### src/design/sem_pkg.sv
// Shared constants and types for the RGB Sobel edge magnitude block.
// No dependencies; the line store, lane and top level refer to it by scoped names.
package sem_pkg;

  localparam int MAX_WIDTH  = 2048;
  localparam int MAX_HEIGHT = 2048;

  localparam int CFG_DW  = 12;
  localparam int COL_W   = $clog2(MAX_WIDTH);
  localparam int ROW_W   = $clog2(MAX_HEIGHT);
  localparam int WUSED_W = $clog2(MAX_WIDTH + 1);
  localparam int HUSED_W = $clog2(MAX_HEIGHT + 1);
  localparam int POS_W   = $clog2(MAX_WIDTH * MAX_HEIGHT + 1);

  localparam logic CFG_IMAGE_WIDTH  = 1'b0;
  localparam logic CFG_IMAGE_HEIGHT = 1'b1;

  localparam logic CMD_PIXEL = 1'b0;
  localparam logic CMD_DRAIN = 1'b1;

  localparam logic [CFG_DW-1:0] RESET_WIDTH  = 12'd640;
  localparam logic [CFG_DW-1:0] RESET_HEIGHT = 12'd480;

  // Largest radicand whose rounded root still fits in eight bits.
  localparam logic [20:0] ROOT_LIMIT = 21'd65280;
  localparam logic [7:0]  EDGE_MAX   = 8'd255;

  typedef logic [7:0]  chan_t;
  typedef logic [23:0] pix_t;
  typedef logic [8:0][7:0] taps_t;

endpackage

### src/design/sem_lane.sv
// One color lane: Sobel gradients, squared magnitude and an iterative
// rounded square root, one result bit per cycle. Depends on sem_pkg.
module sem_lane (
  input  logic                  clk,
  input  logic                  rst_n,
  input  logic                  start,
  input  logic [8:0][7:0]       taps,
  output logic                  done,
  output logic [7:0]            edge_mag
);

  localparam logic [2:0] P_IDLE = 3'd0;
  localparam logic [2:0] P_SQ   = 3'd1;
  localparam logic [2:0] P_SUM  = 3'd2;
  localparam logic [2:0] P_ITER = 3'd3;
  localparam logic [2:0] P_RND  = 3'd4;

  logic [2:0]         phase_r, phase_nxt;
  logic signed [11:0] gx_r, gy_r, gx_nxt, gy_nxt;
  logic [19:0]        sqx_r, sqy_r;
  logic [15:0]        n_r;
  logic               big_r;
  logic [7:0]         root_r, bit_r;
  logic [7:0]         edge_r;
  logic               done_r;

  logic signed [11:0] t [9];
  logic [20:0]        sum;
  logic [7:0]         trial;
  logic [15:0]        trial_sq;
  logic [16:0]        rr;
  logic [8:0]         root_up;
  logic signed [23:0] px, py;

  always_comb begin
    for (int i = 0; i < 9; i++) begin
      t[i] = $signed({4'b0, taps[i]});
    end
    gx_nxt = t[2] + (t[5] <<< 1) + t[8] - t[0] - (t[3] <<< 1) - t[6];
    gy_nxt = t[6] + (t[7] <<< 1) + t[8] - t[0] - (t[1] <<< 1) - t[2];
    px       = gx_r * gx_r;
    py       = gy_r * gy_r;
    sum      = {1'b0, sqx_r} + {1'b0, sqy_r};
    trial    = root_r | bit_r;
    trial_sq = {8'b0, trial} * {8'b0, trial};
    rr       = {9'b0, root_r} * {9'b0, root_r} + {9'b0, root_r};
    root_up  = {1'b0, root_r} + 9'd1;
  end

  always_comb begin
    phase_nxt = phase_r;
    case (phase_r)
      P_IDLE:  if (start) phase_nxt = P_SQ;
      P_SQ:    phase_nxt = P_SUM;
      P_SUM:   phase_nxt = P_ITER;
      P_ITER:  if (bit_r[0]) phase_nxt = P_RND;
      P_RND:   phase_nxt = P_IDLE;
      default: phase_nxt = P_IDLE;
    endcase
  end

  always_ff @(posedge clk) begin
    if (!rst_n) begin
      phase_r <= P_IDLE;
      done_r  <= 1'b0;
    end else begin
      phase_r <= phase_nxt;
      done_r  <= (phase_r == P_RND);
    end
  end

  always_ff @(posedge clk) begin
    case (phase_r)
      P_IDLE: begin
        if (start) begin
          gx_r <= gx_nxt;
          gy_r <= gy_nxt;
        end
      end
      P_SQ: begin
        sqx_r <= px[19:0];
        sqy_r <= py[19:0];
      end
      P_SUM: begin
        big_r  <= (sum > sem_pkg::ROOT_LIMIT);
        n_r    <= sum[15:0];
        root_r <= 8'd0;
        bit_r  <= 8'h80;
      end
      P_ITER: begin
        if (trial_sq <= n_r) begin
          root_r <= trial;
        end
        bit_r <= bit_r >> 1;
      end
      P_RND: begin
        if (big_r) begin
          edge_r <= sem_pkg::EDGE_MAX;
        end else if ({1'b0, n_r} > rr) begin
          edge_r <= root_up[8] ? sem_pkg::EDGE_MAX : root_up[7:0];
        end else begin
          edge_r <= root_r;
        end
      end
      default: begin
      end
    endcase
  end

  assign done     = done_r;
  assign edge_mag = edge_r;

endmodule

### config.mk
export PLATFORM = sky130hd
export DESIGN_NAME = sem_lane
export DESIGN_NICKNAME = d
export VERILOG_FILES = /design/src/design/sem_pkg.sv /design/src/design/sem_lane.sv
export SDC_FILE = /design/constraint.sdc
export NUM_CORES = 1
export LEC_CHECK = 0
export BUFFER_PORTS_ARGS = -buffer_cell sky130_fd_sc_hd__buf_2
export CAP_MARGIN = 10
export CELL_PAD_IN_SITES_DETAIL_PLACEMENT = 0
export CELL_PAD_IN_SITES_GLOBAL_PLACEMENT = 1
export CORE_ASPECT_RATIO = 1.2
export CORE_MARGIN = 5
export CORE_UTILIZATION = 51
export DETAILED_ROUTE_END_ITERATION = 8
export HOLD_SLACK_MARGIN = 0.05
export PLACE_DENSITY_LB_ADDON = 0.1
export SYNTH_ARGS = -nofsm -noshare
export SYNTH_HDL_FRONTEND = slang
export SYNTH_SLANG_ARGS = --single-unit
### constraint.sdc
create_clock -name clk -period 7.82 [get_ports clk]
set_clock_uncertainty 0.2 [all_clocks]
set_input_delay 0.391 -clock clk [delete_from_list [all_inputs] [get_ports clk]]
set_output_delay 0.391 -clock clk [all_outputs]
set_load 0.01 [all_outputs]
# Word level (Yosys, flattened, before mapping)
# Index checks and enable logic that the tools add are counted.
dict set report word_totals {
  output_inout_bits 9
  in_bits 75
  word_cells 52
  regBits 109
}
dict set report op_classes {
  reduce_logical 5
  n_mul 4
  addsub 13
  n_lt_le_gt_ge 3
  n_bitwise 1
  eq_ne 7
  muxes 8
}
# cell count
set ops {}
lappend ops {{multiplier 12 x 12 -> 20 bit} 2}
lappend ops {{multiplier 8 x 8 -> 16 bit} 2}
lappend ops {{case mux 8 bit (2 select lines)} 2}
lappend ops {{two-way mux 8 bit} 3}
lappend ops {{subtractor 11 x 8 -> 12 bit} 2}
lappend ops {{subtractor 12 x 10 -> 12 bit} 2}
lappend ops {{subtractor 12 x 9 -> 12 bit} 2}
lappend ops {{adder 10 x 8 -> 11 bit} 2}
lappend ops {{adder 20 x 20 -> 21 bit} 1}
lappend ops {{> comparator 21 x 16 -> 1 bit, second input constant} 1}
lappend ops {{adder 8 x 9 -> 10 bit} 2}
lappend ops {{adder 16 x 8 -> 17 bit} 1}
lappend ops {{> comparator 16 x 17 -> 1 bit} 1}
lappend ops {{less-or-equal comparator 16 bit} 1}
lappend ops {{case mux 3 bit (4 select lines)} 1}
lappend ops {{adder 8 x 1 -> 9 bit, second input constant} 1}
lappend ops {{bitwise OR 8 bit} 1}
lappend ops {{equality test 3 x 2 -> 1 bit, second input constant} 2}
lappend ops {{two-way mux 3 bit} 2}
lappend ops {{!= test 2 bit, second input constant} 3}
lappend ops {{AND reduction 2 bit} 3}
lappend ops {{equality test 3 x 1 -> 1 bit, second input constant} 1}
lappend ops {{equality test 3 bit, second input constant} 1}
lappend ops {{logical NOT 3 bit} 1}
lappend ops {{nonzero test 2 bit} 1}

# Longest topological paths before layout
# Gate-level depths: netlist of run 1.
dict set report depth {
  word_depth 5
  ltp_mapped 28
  mapped_depth_nobuf 27
}

# Least setup slack after synthesis of run 1
# No wires, ideal clock.
dict set report synth_path {
  path_kind {reg2reg}
  from {reg root_r[3]}
  to {reg root_r[0], enable pin}
  path_stages_with_launch 26
  path_slack_ns 1.363
  path_buffers 1
  arrival_time_ns 5.882
  period_less_slack_ns 6.457
  required_time_ns 7.245
  cell_sequence {edfxtp_1 clkbuf_1 nor2_1 inv_1 o21ai_0 fa_1 inv_1 fa_1 fa_1 inv_1 fa_1 inv_1 ha_1 a21o_1 a31o_2 a41oi_1 nand2b_1 xor2_1 ha_1 a21o_1 a21o_1 a21oi_1 o21ai_0 o311ai_0 nand2_1 a21oi_1}
}
dict set report synth_between {
  elab_chain_len 5
}
# element line
set synth_rtl {}
lappend synth_rtl {{from (decl)} sem_lane.sv:23} ;# logic [7:0] root_r, bit_r;
lappend synth_rtl {{from (signal assigned)} sem_lane.sv:92} ;# root_r <= trial;
lappend synth_rtl {{bitwise OR 8 bit} sem_lane.sv:44} ;# trial = root_r | bit_r;
lappend synth_rtl {{named net trial[3]} sem_lane.sv:29} ;# logic [7:0] trial;
lappend synth_rtl {{multiplier 8 x 8 -> 16 bit} sem_lane.sv:45} ;# trial_sq = {8'b0, trial} * {8'b0, trial};
lappend synth_rtl {{less-or-equal comparator 16 bit} sem_lane.sv:91} ;# if (trial_sq <= n_r) begin
lappend synth_rtl {{!= test 2 bit (no line)} -}
lappend synth_rtl {{AND reduction 2 bit (no line)} -}
# The timed path passes the listed nets, and every way through them passes these cells.
# A chain may end at the register's enable or synchronous reset.

# Worst setup path after layout of run 1
dict set report layout_path {
  from {reg root_r[3]}
  to {reg edge_r[3] (netlist: edge_mag[3]), data pin}
}
dict set report layout_between {
  elab_chain_len 4
}
# element line
set layout_rtl {}
lappend layout_rtl {{multiplier 8 x 8 -> 16 bit} sem_lane.sv:46} ;# rr = {9'b0, root_r} * {9'b0, root_r} + {9'b0, root_r};
lappend layout_rtl {{adder 16 x 8 -> 17 bit} sem_lane.sv:46}
lappend layout_rtl {{> comparator 16 x 17 -> 1 bit} sem_lane.sv:99} ;# end else if ({1'b0, n_r} > rr) begin
lappend layout_rtl {{two-way mux 8 bit (*)} sem_lane.sv:99}
lappend layout_rtl {{to (signal assigned)} sem_lane.sv:98} ;# edge_r <= sem_pkg::EDGE_MAX;
lappend layout_rtl {{to (signal assigned)} sem_lane.sv:100} ;# edge_r <= root_up[8] ? sem_pkg::EDGE_MAX : root_up[7:0];
lappend layout_rtl {{to (signal assigned)} sem_lane.sv:102} ;# edge_r <= root_r;
lappend layout_rtl {{to (decl)} sem_lane.sv:24} ;# logic [7:0] edge_r;
# Every way passes the cells marked *; elsewhere a longest branch is shown, timed or not.

==> results.toml, run 1 <==
[synthesis]
avgSynthCellArea_um2 = 10.0
async_reset_ff_share_pct = 0
synth_cell_types = 60
yosys.area.top_type_share_pct = 34.4
yosys_register_bits = 107
syn_area_mm2 = 0.0186
seq_area_frac_synth_pct = 17.0
yosysTopAreaCell = "fa_1"
syn_inst = 1857
yosysWarningCount = 0
syn_nets = 2487
synth_edf_count = 103
synth_flop_cell = "edfxtp_1"
yosys-top-cells-area = "fa_1 34%, edfxtp_1 17%, ha_1 16%, inv_1 8.8%, xnor2_1 3.7%"

[clock_tree]
cts.htree.levels = 3
clk_pin_slew_ns = 0.08
clk_latency_ns = 0.36
cts_setup_buffers = 0
cts.path.max_buffers = 2
cts_sinks = 107
cts_buffers = 9
cts_tree = "built"
clockRootBuffer = "clkbuf_16"
cts-resized-gates = 0
hold_buffers = 0

[die]
row_count = 76
core_mm2 = 0.0360
initial_core_util_pct = 51.7
num_io_pins = 84
die_x_um = 185
die_area_mm2 = 0.0405
die_h_um = 219

[sta]
post-route-min-period_ns = 7.02
slew_headroom_pct = 52.5
tns_ns = 0
fmax_ghz = 0.142
setup_viol = 0
rsz0062_at_grt = "false"
finalHoldViolCount = 0
period_share_pct = 89.8
tightest_slew_ns = 0.710
report.final.slew_viol_count = 0

[global_routing]
antenna_found_initial = 1
grt_pass1_vias = 13800
grt_usage_pct = 19.7
grt_pass1_wl_mm = 64.5
grt_overflow_total = 0
grt_max_degree = 39

[worst_hold_path]
min_path_type = "input pin to flop"
whs_path_depth = 2

[critical_path]
worst_path_most_repeated_cell = "fa_1"
endpoint_kind = "flop"
crit_slowest_cell = "edfxtp_1"
start_kind = "flop"
crit_path_max_fanout = 13
critical_path_class = "flop to flop"
r2r_cells = 24
worstPathArrival_ns = 6.92
worstPathRequired_ns = 7.72
path_cells = "inv_1 > nor2_1 > fa_1 > fa_1 > fa_1 > inv_1 > fa_1 > inv_1 > ha_1 > o21ai_0 > nand2b_1 > and2_1 > a21o_1 > a21oi_1 > xor2_1 > ha_1 > nand4_1 > or2_1 > o32ai_1 > nor2_1 > o21ai_1 > nor2_1 > a31oi_1 > o21ai_1"
max_stage_delay_ns = 0.70

[layout]
fin_area_mm2 = 0.0199
layout_common_cells = "436 x inv_1, 320 x fa_1, 235 x ha_1"
nets = 2551
drive_gt1_share_pct = 6.18
antenna_cells = 0
mostFrequentLayoutCell = "inv_1"
syn_to_final_growth_pct = 6.72

[route]
vias = 12300
drt-total-wl_mm = 37.1
drtIter0Drc = 388
viasPerCell = 5.16
drtPass1Iterations = 4
final_antenna_net_count = 0
drc_errors = 0
post_drt_wl_per_cell_um = 15.5

[run]
drv_cap = 0

[placement]
dpl.hpwl_mm = 31.9
place.gp.congestion = 0.872
placed_cell_area_mm2 = 0.0196
place.port_buffers = 75

[status]
status = "finished, final reports clean"
-- per-layer routing --
layer / global-route usage [%] / part of all wire [%] / wire, um
met1: 22.0 / 38 / 14200
met3: 2.81 / 3.0 / 1120
met5: 0 / 0.019 / 7
met4: 3.65 / 1.7 / 636
met2: 39.6 / 57 / 21100
-- cells in the mapped netlist, types with 22 or more instances --
master / number
nor3_1: 22
fa_1: 320
ha_1: 235
and2_1: 100
xor2_1: 35
inv_1: 436
nor2_1: 98
a21o_1: 26
xnor2_1: 78
nand2_1: 91
nand2b_1: 23
clkbuf_1: 35
and3_1: 22
o21ai_0: 26
edfxtp_1: 103
a21oi_1: 51
-- critical path: cells and delay by family, from the launching register on --
| kind | cells | cell delay, ns |
|---|---|---|
| AND/OR/NAND/NOR | 7 | 1.13 |
| adder cells (fa/ha/maj) | 6 | 2.72 |
| AO/OA/AOI/OAI | 7 | 1.56 |
| XOR/XNOR | 1 | 0.11 |
| flip-flops | 1 | 0.70 |
| buffers and inverters | 3 | 0.33 |
-- state kept, by name, summed over array words and instances, names as in the netlist, 3 cells and up --
register  count
root_r        8
edge_mag      8
n_r          16
gx_r         12
bit_r         8
gy_r         12
sqx_r        19
phase_r       3
sqy_r        19
-- cell type report --
type / count / area (um^2)
clock inverters: 7 / 88.8
clock buffers: 9 / 225
fillers: 3316 / 16100
flip-flops and latches: 107 / 3170
well taps: 468 / 586
repair buffers: 88 / 473
multi-input cells: 1279 / 13700
inverters: 436 / 1640
-- path summary, 6_finish.rpt --
path	start	to	slack (ns)
worst max-delay path	root_r[3]$_SDFFCE_PN0P_	edge_mag[3]$_SDFFCE_PP1P_	0.80
worst min-delay path	rst_n	done$_SDFF_PN0_	0.07
worst max register to register	root_r[3]$_SDFFCE_PN0P_	edge_mag[3]$_SDFFCE_PP1P_	0.80
worst min register to register	phase_r[2]$_SDFFE_PN0P_	done$_SDFF_PN0_	0.36
-- metrics by stage --
step           util (%)  instances  hold slack [ns]  setup slack [ns]
2_1_floorplan         -       1857            0.277              1.36
3_3_place_gp       54.4       2378            0.349             0.912
3_5_place_dp       54.4       2378            0.356             0.807
4_1_cts            55.2       2394           0.0549             0.785
5_1_grt            55.2       2394           0.0852             0.265
6_report           55.2       2394           0.0682             0.799
-- kinds of logic (layout without fill, tap and decap cells) --
family | count (synthesis) | count (layout) | share of synthesized area (%)
adders and majority gates | 555 | 555 | 50.1
buffers and inverters | 471 | 540 | 9.48
and+or+nand+nor | 429 | 429 | 11.8
AOI/OAI and AO/OA | 175 | 175 | 5.96
xor gates and xnor gates | 113 | 113 | 5.31
DFF | 107 | 107 | 17.0
muxes | 5 | 5 | 0.275
other | 2 | 2 | 0.0403
Power of run 1 is not shown: default switching activity piles up to over one toggle a cycle in this logic, so the estimate is an artifact.
==> inputs of run 2 (changes only) <==
--- a/config.mk
+++ b/config.mk
@@ -15,6 +15,7 @@
 export DETAILED_ROUTE_END_ITERATION = 8
 export HOLD_SLACK_MARGIN = 0.05
 export PLACE_DENSITY_LB_ADDON = 0.1
+export REMOVE_ABC_BUFFERS = 1
 export SYNTH_ARGS = -nofsm -noshare
 export SYNTH_HDL_FRONTEND = slang
 export SYNTH_SLANG_ARGS = --single-unit
==> run 2 against run 1 <==
  * Via count shrank 0.44%
  * Critical path type unchanged
  * Wire length is 1.5% higher
  * Fmax increased by 0.67%
  * Sequential share of layout area about the same
  * Non-clock buffer count grew 2
  * Cell count hardly changed
  * Core utilization increased by 0.094 points
  * Die area is the same
  * Cell area is 0.17% higher
  * Critical path depth is the same
  * Largest cell class unchanged
  * Global-route usage grew 0.34 points
  * Worst setup slack improved by 0.047 ns
==> results.toml, run 2 (synthesis results as in run 1) <==
[sta]
period_share_pct = 89.2
holdWs_ns = 0.0770
report.final.slew_viol_count = 0
post-route-min-period_ns = 6.97
fmax_ghz = 0.143
finalHoldViolCount = 0
slew_headroom_pct = 55.4
setup_viol = 0
tns_ns = 0
tightest_slew_ns = 0.668
rsz0062_at_grt = "false"

[layout]
syn_to_final_growth_pct = 6.90
fillers = 3281
layout_common_cells = "436 x inv_1, 320 x fa_1, 235 x ha_1"
mostFrequentLayoutCell = "inv_1"
seq_area_mm2 = 0.00317
fin_cells = 2396
largest_registers = "sqx_r x19, sqy_r x19, n_r x16"
nets = 2553
multiInputGateArea_mm2 = 0.0137
fin_area_mm2 = 0.0199
antenna_cells = 0
drive_gt1_share_pct = 6.28

[clock_tree]
cts.path.max_buffers = 2
clk_latency_ns = 0.35
hold_buffers = 0
cts_buffers = 9
cts_sinks = 107
cts_tree = "built"
clk_pin_slew_ns = 0.08
clockRootBuffer = "clkbuf_16"
cts-resized-gates = 0
cts.htree.levels = 3
cts_setup_buffers = 0

[global_routing]
grt_pass1_vias = 13900
grt_usage_pct = 20.1
grt_overflow_total = 0
grtUsageMet3_pct = 2.79
gr-usage-met2_pct = 39.8
grt_max_degree = 39
antenna_found_initial = 3
grt_pass1_wl_mm = 65.8
use_met1_pct = 22.7
grt_busiest_layer = "met2"

[critical_path]
start_kind = "flop"
worstPathArrival_ns = 6.85
r2r_cells = 24
endpoint_kind = "flop"
critical_path_class = "flop to flop"
crit_path_max_fanout = 13
worstPathRequired_ns = 7.70

[route]
drtIter0Drc = 381
vias = 12300
drt-total-wl_mm = 37.7
drc_errors = 0
final_antenna_net_count = 0
drtPass1Iterations = 4
viasPerCell = 5.13
post_drt_wl_per_cell_um = 15.7

[placement]
dpl.hpwl_mm = 32.3
dp_cells = 2380
place.port_buffers = 75
placed_cell_area_mm2 = 0.0196
place.gp.congestion = 0.892

[die]
die_h_um = 219
die_area_mm2 = 0.0405
initial_core_util_pct = 51.7
die_x_um = 185
num_io_pins = 84
row_count = 76
core_mm2 = 0.0360

[worst_hold_path]
whs_path_depth = 2
min_path_type = "input pin to flop"

[run]
drv_cap = 0

[status]
status = "finished, final reports clean"
run 2: layout make-up:
type	instances	share of cell area [%]
multi-input cells	1279	68.8
flip-flops and latches	107	15.9
inverters	436	8.21
well taps	468	2.94
repair buffers	90	2.45
clock buffers	9	1.13
clock inverters	7	0.540
run 2: through the flow:
| step | setup WS, ns | utilization, % |
|---|---|---|
| floorplan | 1.35 | - |
| global placement | 0.905 | 54.4 |
| detailed placement | 0.839 | 54.4 |
| CTS | 0.822 | 55.3 |
| global route | 0.200 | 55.3 |
| finish | 0.846 | 55.3 |
run 2: layer usage:
metal,routed length (um),vias to the layer above
met2,21200,162
met3,1180,51
li1,-,5958
met4,786,6
met5,28,-
met1,14500,6113
run 2: worst paths after layout:
kind | start | end | slack (ns)
setup reg to reg | root_r[3]$_SDFFCE_PN0P_ | edge_mag[3]$_SDFFCE_PP1P_ | 0.85
hold reg to reg | phase_r[2]$_SDFFE_PN0P_ | done$_SDFF_PN0_ | 0.36
setup / recovery | root_r[3]$_SDFFCE_PN0P_ | edge_mag[3]$_SDFFCE_PP1P_ | 0.85
hold / removal | rst_n | done$_SDFF_PN0_ | 0.08
run 2: critical path, stage by stage (launching register included):
cell      delay, ns
edfxtp_1       0.71
inv_1          0.20
nor2_1         0.22
fa_1           0.47
fa_1           0.52
fa_1           0.56
inv_1          0.06
fa_1           0.55
inv_1          0.05
ha_1           0.34
o21ai_0        0.17
nand2b_1       0.09
and2_1         0.17
a21o_1         0.18
a21oi_1        0.18
xor2_1         0.10
ha_1           0.29
nand4_1        0.10
or2_1          0.26
o32ai_1        0.28
nor2_1         0.06
o21ai_1        0.14
nor2_1         0.21
a31oi_1        0.45
o21ai_1        0.12
Power of run 2 is left out for the same reason.
